$ cat config.mk
export PLATFORM = sky130hd
export DESIGN_NAME = ipv4_l4_checksum_generator_top
export DESIGN_NICKNAME = d
export VERILOG_FILES = /design/src/i4c_pkg.sv /design/src/i4c_front.sv /design/src/i4c_queue.sv /design/src/i4c_back.sv /design/src/ipv4_l4_checksum_generator_top.sv
export SDC_FILE = /design/constraint.sdc
export NUM_CORES = 1
export LEC_CHECK = 0
export BUFFER_PORTS_ARGS = -buffer_cell sky130_fd_sc_hd__buf_4
export CAP_MARGIN = 20
export CORE_UTILIZATION = 43
export CTS_CLUSTER_DIAMETER = 120
export DETAILED_ROUTE_END_ITERATION = 7
export PLACE_DENSITY = 0.68
export RECOVER_POWER = 100
export REMOVE_ABC_BUFFERS = 1
export SLEW_MARGIN = 20
export SYNTH_ARGS = -nofsm -noshare
export SYNTH_HDL_FRONTEND = slang
export SYNTH_SLANG_ARGS = --single-unit
$ cat constraint.sdc
create_clock -name i_clk -period 7.5 [get_ports i_clk]
set_input_delay 1.5 -clock i_clk [delete_from_list [all_inputs] [get_ports i_clk]]
set_output_delay 1.5 -clock i_clk [all_outputs]
set_load 0.01 [all_outputs]
$ cat src/i4c_pkg.sv
// shared types, constants and helpers for the ipv4 / l4 checksum generator
// depends on nothing; used by every module of the block
package i4c_pkg;

    // ip protocol numbers
    localparam logic [7:0] PROTO_ICMP = 8'd1;
    localparam logic [7:0] PROTO_TCP  = 8'd6;
    localparam logic [7:0] PROTO_UDP  = 8'd17;

    // result kind codes
    localparam logic [1:0] KIND_NONE = 2'd0;
    localparam logic [1:0] KIND_TCP  = 2'd1;
    localparam logic [1:0] KIND_UDP  = 2'd2;
    localparam logic [1:0] KIND_ICMP = 2'd3;

    // default depth of the queue between front and back
    localparam int QUEUE_DEPTH = 4;

    // one classified byte, front to back
    typedef struct packed {
        logic [7:0]  data;
        logic        odd;      // low byte of its 16-bit word
        logic        hdr_en;   // add into header sum
        logic        l4_en;    // add into l4 sum
        logic        addr_en;  // add into address sum
        logic        last;
        logic [7:0]  proto;    // valid with last
        logic [15:0] l4_len;   // valid with last
        logic        trunc;    // valid with last
    } t_word;

    // sums of one finished packet
    typedef struct packed {
        logic [15:0] hdr_sum;
        logic [15:0] l4_sum;
        logic [15:0] addr_sum;
        logic [7:0]  proto;
        logic [15:0] l4_len;
        logic        trunc;
    } t_fin;

    typedef struct packed {
        logic [15:0] hdr_csum;
        logic [15:0] l4_csum;
        logic [1:0]  kind;
        logic        trunc;
    } t_result;

    // 16-bit one's complement add with end-around carry
    function automatic logic [15:0] oc_add(input logic [15:0] a, input logic [15:0] b);
        logic [16:0] s;
        s = {1'b0, a} + {1'b0, b};
        return s[15:0] + {15'b0, s[16]};
    endfunction

endpackage

$ cat src/i4c_front.sv
// front end: tracks packet offset and ipv4 header fields, classifies each byte
// depends on i4c_pkg
module i4c_front (
    input  logic          i_clk,
    input  logic          i_rst_n,
    input  logic          i_valid,
    input  logic [7:0]    i_data_byte,
    input  logic          i_last,
    input  logic          i_full,
    output logic          o_push,
    output i4c_pkg::t_word o_word
);

    logic [15:0] r_off;
    logic [5:0]  r_hb;
    logic [15:0] r_tl;
    logic [7:0]  r_proto;

    logic [5:0]  n_hb;
    logic [15:0] n_tl;
    logic [7:0]  n_proto;
    logic [15:0] n_off;
    logic [15:0] hb16;
    logic [15:0] rel;
    logic        acc;
    logic        in_hdr;
    logic        is_field;
    logic        take;

    assign take   = i_valid && !i_full;
    assign o_push = take;

    always_comb begin
        acc     = (r_off < 16'd4) || (r_off < r_tl);
        n_hb    = r_hb;
        n_tl    = r_tl;
        n_proto = r_proto;
        if (acc) begin
            case (r_off)
                16'd0: n_hb = {i_data_byte[3:0], 2'b00};
                16'd2: n_tl = {i_data_byte, r_tl[7:0]};
                16'd3: n_tl = {r_tl[15:8], i_data_byte};
                16'd9: n_proto = i_data_byte;
                default: ;
            endcase
        end
        hb16   = {10'b0, n_hb};
        in_hdr = r_off < hb16;
        rel    = r_off - hb16;
        case (n_proto)
            i4c_pkg::PROTO_TCP:  is_field = (rel == 16'd16) || (rel == 16'd17);
            i4c_pkg::PROTO_UDP:  is_field = (rel == 16'd6) || (rel == 16'd7);
            i4c_pkg::PROTO_ICMP: is_field = (rel == 16'd2) || (rel == 16'd3);
            default:             is_field = 1'b0;
        endcase
        n_off = (r_off == 16'hffff) ? r_off : r_off + 16'd1;

        o_word.data    = i_data_byte;
        o_word.odd     = r_off[0];
        o_word.hdr_en  = acc && in_hdr && (r_off != 16'd10) && (r_off != 16'd11);
        o_word.l4_en   = acc && !in_hdr && (r_off < n_tl) && !is_field;
        o_word.addr_en = acc && (r_off >= 16'd12) && (r_off <= 16'd19);
        o_word.last    = i_last;
        o_word.proto   = n_proto;
        o_word.l4_len  = (n_tl > hb16) ? (n_tl - hb16) : 16'd0;
        o_word.trunc   = (n_off < 16'd4) || (n_off < n_tl);
    end

    always_ff @(posedge i_clk) begin
        if (!i_rst_n) begin
            r_off   <= '0;
            r_hb    <= '0;
            r_tl    <= '0;
            r_proto <= '0;
        end else if (take) begin
            if (i_last) begin
                r_off   <= '0;
                r_hb    <= '0;
                r_tl    <= '0;
                r_proto <= '0;
            end else begin
                r_off   <= n_off;
                r_hb    <= n_hb;
                r_tl    <= n_tl;
                r_proto <= n_proto;
            end
        end
    end

endmodule

$ cat src/i4c_queue.sv
// small word queue between front and back
// depends on i4c_pkg
module i4c_queue #(
    parameter int DEPTH = i4c_pkg::QUEUE_DEPTH
) (
    input  logic           i_clk,
    input  logic           i_rst_n,
    input  logic           i_push,
    input  i4c_pkg::t_word i_word,
    output logic           o_full,
    input  logic           i_pop,
    output logic           o_valid,
    output i4c_pkg::t_word o_word
);

    localparam int PW = (DEPTH > 1) ? $clog2(DEPTH) : 1;
    localparam int CW = $clog2(DEPTH + 1);

    i4c_pkg::t_word r_mem [DEPTH];
    logic [PW-1:0]  r_wr;
    logic [PW-1:0]  r_rd;
    logic [CW-1:0]  r_cnt;

    logic do_push;
    logic do_pop;

    assign o_full  = (r_cnt == CW'(DEPTH));
    assign o_valid = (r_cnt != '0);
    assign o_word  = r_mem[r_rd];
    assign do_push = i_push && !o_full;
    assign do_pop  = i_pop && o_valid;

    always_ff @(posedge i_clk) begin
        if (do_push) begin
            r_mem[r_wr] <= i_word;
        end
    end

    always_ff @(posedge i_clk) begin
        if (!i_rst_n) begin
            r_wr  <= '0;
            r_rd  <= '0;
            r_cnt <= '0;
        end else begin
            if (do_push) begin
                r_wr <= (r_wr == PW'(DEPTH - 1)) ? '0 : r_wr + PW'(1);
            end
            if (do_pop) begin
                r_rd <= (r_rd == PW'(DEPTH - 1)) ? '0 : r_rd + PW'(1);
            end
            if (do_push && !do_pop) begin
                r_cnt <= r_cnt + CW'(1);
            end else if (do_pop && !do_push) begin
                r_cnt <= r_cnt - CW'(1);
            end
        end
    end

endmodule

$ cat src/i4c_back.sv
// back end: running one's complement sums, pseudoheader fold and result register
// depends on i4c_pkg
module i4c_back (
    input  logic             i_clk,
    input  logic             i_rst_n,
    input  logic             i_q_valid,
    input  i4c_pkg::t_word   i_word,
    output logic             o_pop,
    input  logic             i_stall,
    output logic             o_valid,
    output i4c_pkg::t_result o_result
);

    logic [15:0]      r_hdr;
    logic [15:0]      r_l4;
    logic [15:0]      r_addr;
    logic             r_fin_valid;
    i4c_pkg::t_fin    r_fin;
    logic             r_out_valid;
    i4c_pkg::t_result r_out;

    logic [15:0]      placed;
    logic [15:0]      n_hdr;
    logic [15:0]      n_l4;
    logic [15:0]      n_addr;
    logic             out_free;
    logic             fin_move;
    logic             fin_free;
    logic [17:0]      sum4;
    logic [16:0]      fold1;
    logic [15:0]      fold2;
    i4c_pkg::t_result n_out;

    assign out_free = !r_out_valid || !i_stall;
    assign fin_move = r_fin_valid && out_free;
    assign fin_free = !r_fin_valid || fin_move;
    assign o_pop    = i_q_valid && fin_free;

    always_comb begin
        placed = i_word.odd ? {8'h00, i_word.data} : {i_word.data, 8'h00};
        n_hdr  = i_word.hdr_en  ? i4c_pkg::oc_add(r_hdr, placed)  : r_hdr;
        n_l4   = i_word.l4_en   ? i4c_pkg::oc_add(r_l4, placed)   : r_l4;
        n_addr = i_word.addr_en ? i4c_pkg::oc_add(r_addr, placed) : r_addr;
    end

    // pseudoheader plus l4 sum, folded twice
    always_comb begin
        sum4  = {2'b00, r_fin.addr_sum} + {10'b0, r_fin.proto}
              + {2'b00, r_fin.l4_len} + {2'b00, r_fin.l4_sum};
        fold1 = {1'b0, sum4[15:0]} + {15'b0, sum4[17:16]};
        fold2 = fold1[15:0] + {15'b0, fold1[16]};

        n_out.hdr_csum = ~r_fin.hdr_sum;
        n_out.trunc    = r_fin.trunc;
        case (r_fin.proto)
            i4c_pkg::PROTO_TCP: begin
                n_out.kind    = i4c_pkg::KIND_TCP;
                n_out.l4_csum = ~fold2;
            end
            i4c_pkg::PROTO_UDP: begin
                n_out.kind    = i4c_pkg::KIND_UDP;
                n_out.l4_csum = (fold2 == 16'hffff) ? 16'hffff : ~fold2;
            end
            i4c_pkg::PROTO_ICMP: begin
                n_out.kind    = i4c_pkg::KIND_ICMP;
                n_out.l4_csum = ~r_fin.l4_sum;
            end
            default: begin
                n_out.kind    = i4c_pkg::KIND_NONE;
                n_out.l4_csum = 16'h0000;
            end
        endcase
    end

    always_ff @(posedge i_clk) begin
        if (!i_rst_n) begin
            r_hdr       <= '0;
            r_l4        <= '0;
            r_addr      <= '0;
            r_fin_valid <= 1'b0;
            r_out_valid <= 1'b0;
        end else begin
            if (o_pop) begin
                if (i_word.last) begin
                    r_hdr  <= '0;
                    r_l4   <= '0;
                    r_addr <= '0;
                end else begin
                    r_hdr  <= n_hdr;
                    r_l4   <= n_l4;
                    r_addr <= n_addr;
                end
            end
            if (fin_free) begin
                r_fin_valid <= o_pop && i_word.last;
            end
            if (out_free) begin
                r_out_valid <= r_fin_valid;
            end
        end
    end

    always_ff @(posedge i_clk) begin
        if (o_pop && i_word.last) begin
            r_fin.hdr_sum  <= n_hdr;
            r_fin.l4_sum   <= n_l4;
            r_fin.addr_sum <= n_addr;
            r_fin.proto    <= i_word.proto;
            r_fin.l4_len   <= i_word.l4_len;
            r_fin.trunc    <= i_word.trunc;
        end
        if (fin_move) begin
            r_out <= n_out;
        end
    end

    assign o_valid  = r_out_valid;
    assign o_result = r_out;

`ifndef SYNTHESIS
    a_fin_held: assert property (@(posedge i_clk) disable iff (!i_rst_n)
        r_fin_valid && !out_free |=> r_fin_valid && $stable(r_fin))
        else $error("finished sums lost while output blocked");
    a_none_zero: assert property (@(posedge i_clk) disable iff (!i_rst_n)
        r_out_valid && (r_out.kind == i4c_pkg::KIND_NONE) |-> (r_out.l4_csum == 16'h0000))
        else $error("l4 checksum nonzero with no l4 kind");
    a_udp_nonzero: assert property (@(posedge i_clk) disable iff (!i_rst_n)
        r_out_valid && (r_out.kind == i4c_pkg::KIND_UDP) |-> (r_out.l4_csum != 16'h0000))
        else $error("udp checksum sent as zero");
    a_sums_clear: assert property (@(posedge i_clk) disable iff (!i_rst_n)
        o_pop && i_word.last |=> (r_hdr == 16'h0000) && (r_l4 == 16'h0000)
                                 && (r_addr == 16'h0000))
        else $error("running sums not cleared after packet end");
`endif

endmodule

$ cat src/ipv4_l4_checksum_generator_top.sv
// top level of the ipv4 header and tcp / udp / icmp checksum generator
// depends on i4c_pkg, i4c_front, i4c_queue, i4c_back
//
// usage
//   input channel: one packet byte per word (i_data_byte) in wire order from
//   the ipv4 version byte, i_last on the final byte; taken when i_valid is
//   high and o_stall is low
//   output channel: one word per packet with the header checksum, the l4
//   checksum, the l4 kind and a truncation flag; taken when o_valid is high
//   and i_stall is low
//   throughput: one byte per cycle while o_stall is low, set by the single
//   end-around-carry adder each running sum goes through in the back end
//   output path: after the last byte is accepted, the queue write, the sum
//   snapshot and the pseudoheader fold into the output register lead to o_valid
//   stall: while the output word waits, the back end holds one more finished
//   packet and the queue keeps filling; o_stall rises only when the queue
//   is full, and o_stall never depends on i_stall in the same cycle
//   reset: synchronous and active low; clears offsets, captured header
//   fields, sums, the queue and both valid flags; any partial packet is lost
module ipv4_l4_checksum_generator_top #(
    parameter int QUEUE_DEPTH = i4c_pkg::QUEUE_DEPTH
) (
    input  logic        i_clk,
    input  logic        i_rst_n,
    input  logic        i_valid,
    output logic        o_stall,
    input  logic [7:0]  i_data_byte,
    input  logic        i_last,
    output logic        o_valid,
    input  logic        i_stall,
    output logic [15:0] o_ip_header_checksum,
    output logic [15:0] o_l4_checksum,
    output logic [1:0]  o_l4_kind,
    output logic        o_truncated
);

    // front to queue
    logic             push;
    i4c_pkg::t_word   push_word;
    logic             q_full;

    // queue to back
    logic             q_valid;
    logic             q_pop;
    i4c_pkg::t_word   q_word;

    i4c_pkg::t_result result;

    // front never stalls on its own; the queue fill alone backs up the input
    assign o_stall = q_full;

    i4c_front u_front (
        .i_clk       (i_clk),
        .i_rst_n     (i_rst_n),
        .i_valid     (i_valid),
        .i_data_byte (i_data_byte),
        .i_last      (i_last),
        .i_full      (q_full),
        .o_push      (push),
        .o_word      (push_word)
    );

    i4c_queue #(
        .DEPTH (QUEUE_DEPTH)
    ) u_queue (
        .i_clk   (i_clk),
        .i_rst_n (i_rst_n),
        .i_push  (push),
        .i_word  (push_word),
        .o_full  (q_full),
        .i_pop   (q_pop),
        .o_valid (q_valid),
        .o_word  (q_word)
    );

    i4c_back u_back (
        .i_clk     (i_clk),
        .i_rst_n   (i_rst_n),
        .i_q_valid (q_valid),
        .i_word    (q_word),
        .o_pop     (q_pop),
        .i_stall   (i_stall),
        .o_valid   (o_valid),
        .o_result  (result)
    );

    // result fields out as separate ports
    assign o_ip_header_checksum = result.hdr_csum;
    assign o_l4_checksum        = result.l4_csum;
    assign o_l4_kind            = result.kind;
    assign o_truncated          = result.trunc;

endmodule
== After elaboration in Yosys (flattened, before gate mapping) ==
Memories as Yosys holds them, arrays and structs flattened. A register that Yosys moved wholly into a read port is not among the register bits.
Cells that the tools add are included.

* $add $sub $neg: 18
* Magnitude comparators: 9
* Eq/ne operators: 22
* Multiplexer cells: 30
* Bitwise gates (word level): 3
* Reductions and logical operators: 34

{| class="wikitable"
|+ Operator list
! cell !! number
|-
| 2-to-1 mux 16 bit || 13
|-
| adder 16 x 1 -> 16 bit || 4
|-
| equality test 16 x 2 -> 1 bit (second input constant) || 4
|-
| one-hot mux 18 bit (3 select lines) || 1
|-
| adder 16 x 16 -> 17 bit || 3
|-
| < comparator 16 bit || 3
|-
| inverter 16 bit || 3
|-
| adder 18 x 16 -> 18 bit || 2
|-
| equality test 16 bit (second input constant) || 2
|-
| equality test 16 x 3 -> 1 bit (second input constant) || 2
|-
| equality test 16 x 5 -> 1 bit (second input constant) || 2
|-
| < comparator 16 x 3 -> 1 bit (second input constant) || 2
|-
| != test 16 x 4 -> 1 bit (second input constant) || 2
|-
| one-hot mux 16 bit (2 select lines) || 1
|-
| subtractor 16 x 6 -> 16 bit || 2
|-
| 2-to-1 mux 8 bit || 3
|-
| 2-to-1 mux 6 bit || 3
|-
| adder 16 x 2 -> 17 bit || 1
|-
| adder 16 x 8 -> 17 bit || 1
|-
| adder 16 x 1 -> 16 bit (second input constant) || 1
|-
| equality test 16 x 4 -> 1 bit (second input constant) || 1
|-
| equality test 8 x 1 -> 1 bit (second input constant) || 2
|-
| equality test 8 x 3 -> 1 bit (second input constant) || 2
|-
| equality test 8 x 5 -> 1 bit (second input constant) || 2
|-
| 19 further kinds || 54
|}

* Flip-flop bits (word level): 211
* Memory bits (writable): 152
* Output and inout bits: 37
* Memories kept: 1

{| class="wikitable"
|+ Memories
! name !! depth !! width !! rd ports !! clocked after memory_dff !! write ports !! line !! RTL
|-
| u_queue.r_mem || 4 || 38 || 1 || 1 || 1 || i4c_queue.sv:19 || <nowiki>i4c_pkg::t_word r_mem [DEPTH];</nowiki>
|}

== Longest topological paths before layout ==
* Depth after elaboration: 9
* Depth in mapped cells: 40

== Modules after synthesis ==
A second synthesis with hierarchy kept.

* Cells, all modules: 2103
* Area total of the unflattened synthesis: 22933.2 sq um

{| class="wikitable"
|+ Modules (own cells, without submodules)
! module !! instances !! cells an instance !! area an instance (sq um) !! sequential area each (sq um)
|-
| i4c_back || 1 || 1173 || 11648.7 || 4244.1
|-
| i4c_queue || 1 || 249 || 5974.5 || 4744.6
|-
| i4c_front || 1 || 681 || 5310.1 || 920.9
|}

== Least setup slack after synthesis ==
No wires, ideal clock.

* Kind: flip-flop to flip-flop
* From: register u_back.r_fin[18] (netlist bit)
* To: register u_back.r_out (netlist bit u_back.o_result[11]) (data pin)
* Setup time: 0.165 ns
* Arrival time: 7.612 ns
* Data required time: 7.335 ns
* Setup slack: -0.277 ns
* Cell stages (with the launch flop): 38
* Path buffers: 1
* Period minus slack after synthesis: 7.777 ns
* Cell sequence: edfxtp_1 -> ha_1 -> a21o_1 -> a21oi_1 -> o21ai_0 -> a21oi_1 -> o21ai_0 -> a21oi_1 -> nor2b_1 -> o21ai_0 -> xnor2_1 -> fa_1 -> ha_1 -> a21o_1 -> a21o_1 -> a21o_1 -> a21o_1 -> a21oi_1 -> [2 not listed] -> a21oi_1 -> xnor2_1 -> ha_1 -> fa_1 -> nand3_1 -> nor2_1 -> and4_4 -> and4_1 -> ha_1 -> and3_1 -> xnor2_1 -> or4_1 -> nor3_1 -> nand4_1 -> nor4_4 -> nand4_4 -> buf_8 -> o221ai_1

{| class="wikitable"
|+ RTL lines
! what !! line !! RTL
|-
| start, declared || i4c_back.sv:18 || <nowiki>i4c_pkg::t_fin r_fin;</nowiki>
|-
| end signal, assigned || i4c_back.sv:113 || <nowiki>r_out <= n_out;</nowiki>
|-
| end, declared || i4c_back.sv:20 || <nowiki>i4c_pkg::t_result r_out;</nowiki>
|}

==> out/qor_table.md <==
| Parameter | Reported | Unit |
|:---|:---|:---|
| Final core occ | 0.499 | - |
| Delay of the slowest cell on the worst path | 500 | ps |
| Overall routed net length | 55600 | um |
| Via count of the first global-routing pass | 16100 | - |
| Fraction of final layout cells with drive strength greater than 1 | 0.122 | - |
| #FFs+latches synth | 365 | - |
| Horizontal extent of the die | 229 | um |
| Cell area reported after detailed placement | 0.0238 | mm2 |
| Kind of capture point of the worst setup path | flop | - |
| H-Tree Depth | 2 | - |
| Violated checks | max-capacitance violations, max-slew violations, negative setup slack | - |
| Estimated wirelength of the detail-placed design | 39900 | um |
| Slew Limit Fails | 423 | - |
| Routed WL per cell | 19.2 | um |
| Worst Tran Pin Value | 4360 | ps |
| Worst hold start | u_front.r_hb[1] | - |
| Post-synthesis instance total | 2082 | - |
| Clk sinks | 365 | - |
| Root Buffer | sky130_fd_sc_hd__clkbuf_16 | - |
| Launch point of the critical path | u_back.r_fin[18] | - |
| Post-route clock period utilization | 1.00 | - |
| Post-synth ARST share | 0 | - |
| Crit Path Max Fanout | 3 | - |
| Count of routing violations after the opening detailed-route iteration | 1082 | - |
| Sum of overflow across all layers after global routing | 0 | - |
| Critical path data required time | 7780 | ps |
| Cell taking the most area after synthesis | sky130_fd_sc_hd__edfxtp_1 | - |
| Fmax | 0.133 | GHz |
| Result of the run | complete, but fails checks | - |
| Reg2reg path depth | 39 | - |
| Chip height | 229 | um |
| Max-slew headroom at the worst pin | -1.91 | - |
| Share of the synthesized area in the top cell type | 0.351 | - |
| Post-layout min period | 7530 | ps |
| Hold depth | 2 | - |
| Initial Utilization | 0.439 | - |
| Maximum number of pins on one net before global-route repair | 106 | - |
| Commonest register cell after synthesis | sky130_fd_sc_hd__edfxtp_1 | - |
| Final-layout setup total negative slack | -46.3 | ps |
| Commonest cells after routing, fill and taps aside | sky130_fd_sc_hd__edfxtp_1, sky130_fd_sc_hd__inv_1, sky130_fd_sc_hd__nor2_1 | - |
| Worst path most repeated cell | sky130_fd_sc_hd__a21o_1 | - |
| Unrepaired setup endpoints after global routing | true | - |
| # nets final | 2383 | - |
| Final Instance Area | 0.0252 | mm2 |
| Post-synth cell types | 95 | - |
| CTS tree | done | - |
| Via-per-instance ratio | 5.67 | - |
| Crit path DAT | 7810 | ps |
| Crit path max-delay cell type | sky130_fd_sc_hd__fa_1 | - |
| Max clock buf depth | 3 | - |
| Count of max-cap constraint violations | 9 | - |
| GR Util All Layers | 0.209 | - |
| Final setup violating endpoints | 4 | - |
| Ant diodes | 0 | - |
| Post-CTS clock slew at the launch and capture registers of the worst setup and hold paths | 60 | ps |
| Initial antenna violation count | 0 | - |
| TritonCTS buffer count | 40 | - |
| Startpoint type of the worst setup path | flop | - |
| Die Footprint | 0.0526 | mm2 |
| Number of warnings reported in the yosys synthesis log | 0 | - |
| Antenna-violating nets left | 0 | - |
| Core area | 0.0506 | mm2 |
| Class of the worst hold path | reg2reg | - |
| Hold violation count in the final report | 0 | - |
| Via count | 16400 | - |
| Sequential cell area fraction in the yosys report | 0.446 | - |
| R2R setup slack | -30 | ps |
| Number of buffers added to fix hold violations after cts | 0 | - |
| Critical register-to-register path startpoint | u_back.r_fin[18] | - |
| Layout-stage area growth over the synthesis result | 13.6 | % |
| Post-route clock skew | 13.6 | ps |
| First-pass GRT wire length | 87000 | um |
| Number of buffers added on ports | 49 | - |
| Number of detailed-routing iterations run before antenna repair | 5 | - |
| WS Path Type | reg2reg | - |
| Clk Latency, worst-skew pair | 550 | ps |
| Worst setup margin | -26.2 | ps |
| Post-Synthesis Mean Instance Area | 10.7 | um2 |
| Hold endpoint | u_front.r_hb[1] | - |
| Number of remaining DRC errors | 0 | - |
| Number of placement rows | 82 | - |
| Number of synthesized flops with an enable pin | 260 | - |
| Reg2reg end | u_back.o_result[18] | - |
| Total I/O pin count | 50 | - |
| Most common cell after layout, fill and taps aside | sky130_fd_sc_hd__edfxtp_1 | - |
| Cell area after technology mapping | 0.0222 | mm2 |
| Routability cong. | 0.943 | - |
| Largest cells by area after synthesis | sky130_fd_sc_hd__edfxtp_1, sky130_fd_sc_hd__dfxtp_1, sky130_fd_sc_hd__ha_1, sky130_fd_sc_hd__mux4_2, sky130_fd_sc_hd__xnor2_1 | - |
[metrics by stage]
| stage | setup WS (ps) | cells | hold slack (ps) |
|---|---|---|---|
| floorplan | -265 | 2007 | 400 |
| global placement | -302 | 2811 | 414 |
| detailed placement | -529 | 2811 | 426 |
| CTS | 12.5 | 2894 | 435 |
| global route | -470 | 2900 | 452 |
| finish | -26.2 | 2900 | 436 |
[cell usage after synthesis (6+ instances only)]
master,count
sky130_fd_sc_hd__and4_1,6
sky130_fd_sc_hd__o22ai_1,7
sky130_fd_sc_hd__o21bai_1,10
sky130_fd_sc_hd__xnor2_1,91
sky130_fd_sc_hd__o21a_1,16
sky130_fd_sc_hd__edfxtp_1,260
sky130_fd_sc_hd__and2_1,37
sky130_fd_sc_hd__nor3_1,36
sky130_fd_sc_hd__mux4_2,38
sky130_fd_sc_hd__xor2_1,48
sky130_fd_sc_hd__a211oi_1,12
sky130_fd_sc_hd__a31oi_1,11
sky130_fd_sc_hd__a22oi_1,65
sky130_fd_sc_hd__inv_1,156
sky130_fd_sc_hd__ha_1,149
sky130_fd_sc_hd__dfxtp_1,105
sky130_fd_sc_hd__nor3b_1,14
sky130_fd_sc_hd__a2111oi_0,12
sky130_fd_sc_hd__a21oi_1,89
sky130_fd_sc_hd__a21boi_0,17
sky130_fd_sc_hd__o21ai_0,80
sky130_fd_sc_hd__or2_2,6
sky130_fd_sc_hd__fa_1,25
sky130_fd_sc_hd__nor2_1,148
sky130_fd_sc_hd__a21o_1,51
sky130_fd_sc_hd__buf_1,8
sky130_fd_sc_hd__nand3b_1,6
sky130_fd_sc_hd__nand2_1,114
sky130_fd_sc_hd__mux2_2,13
sky130_fd_sc_hd__a22o_1,13
sky130_fd_sc_hd__nor4_1,28
sky130_fd_sc_hd__mux2i_1,11
sky130_fd_sc_hd__and3_1,19
sky130_fd_sc_hd__a211o_1,11
sky130_fd_sc_hd__or3_1,6
sky130_fd_sc_hd__o211ai_1,14
sky130_fd_sc_hd__nand4_1,21
sky130_fd_sc_hd__nand3_1,55
sky130_fd_sc_hd__clkbuf_1,60
sky130_fd_sc_hd__nand2b_1,16
sky130_fd_sc_hd__nor2b_1,98
[cells by family after synthesis]
logic type / synth area share
flip-flops: 0.446
adder cells (fa/ha/maj): 0.107
multiplexers: 0.0501
XOR/XNOR: 0.0559
buffers and inverters: 0.0403
AO/OA/AOI/OAI: 0.147
AND/OR/NAND/NOR: 0.153
[timing repair]
action,4_1_cts,5_1_grt
gates cloned,1,0
pin swaps,26,29
endpoints found under the setup margin,16,16
buffers inserted,8,6
resized for setup,39,26
[layer usage]
metal	global-route usage	wire length, um
met1	0.275	24600
met2	0.350	26700
met5	0	0
met4	0.0698	1620
met3	0.0316	2750
[sequential cells by signal, indices dropped and copies added (netlist names), 3 cells and up, named ones only]
name and count:
u_front.r_tl 16, u_front.r_hb 6, u_queue.r_cnt 3, u_front.r_proto 8, u_queue.r_mem 152, u_back.o_result 35
u_back.r_hdr 16, u_front.r_off 16, u_back.r_addr 16, u_back.r_l4 16, u_back.r_fin 72
[critical path: cells and delay by family (launching register included)]
kind                       cells  cell delay [ps]
AOI/OAI and AO/OA             18             2780
xor gates and xnor gates       3              400
adders and majority gates      7             2100
buffers and inverters          3              420
DFF                            1              420
and+or+nand+nor                8             1160
[final cells by class]
class	count	area, um2
Fill cell	4567	25300
Multi-Input combinational cell	1487	11700
Sequential cell	365	9910
Clock buffer	52	1090
Timing Repair Buffer	146	890
Tap cell	672	841
Inverter	156	586
Clock inverter	22	198
[worst max-delay path by stage]
stage | endpoint | slack [ps]
after floorplan | u_back.o_result[12] | -260
after global placement | u_back.o_result[16] | -300
after detailed placement | u_back.o_result[8] | -530
after CTS | u_back.o_result[18] | 10
after global routing | u_back.o_result[12] | -470
final | u_back.o_result[18] | -30
Power is left out: the tool's default activity adds up to more than one toggle a clock period on the data nets, which glitch-free logic cannot reach.
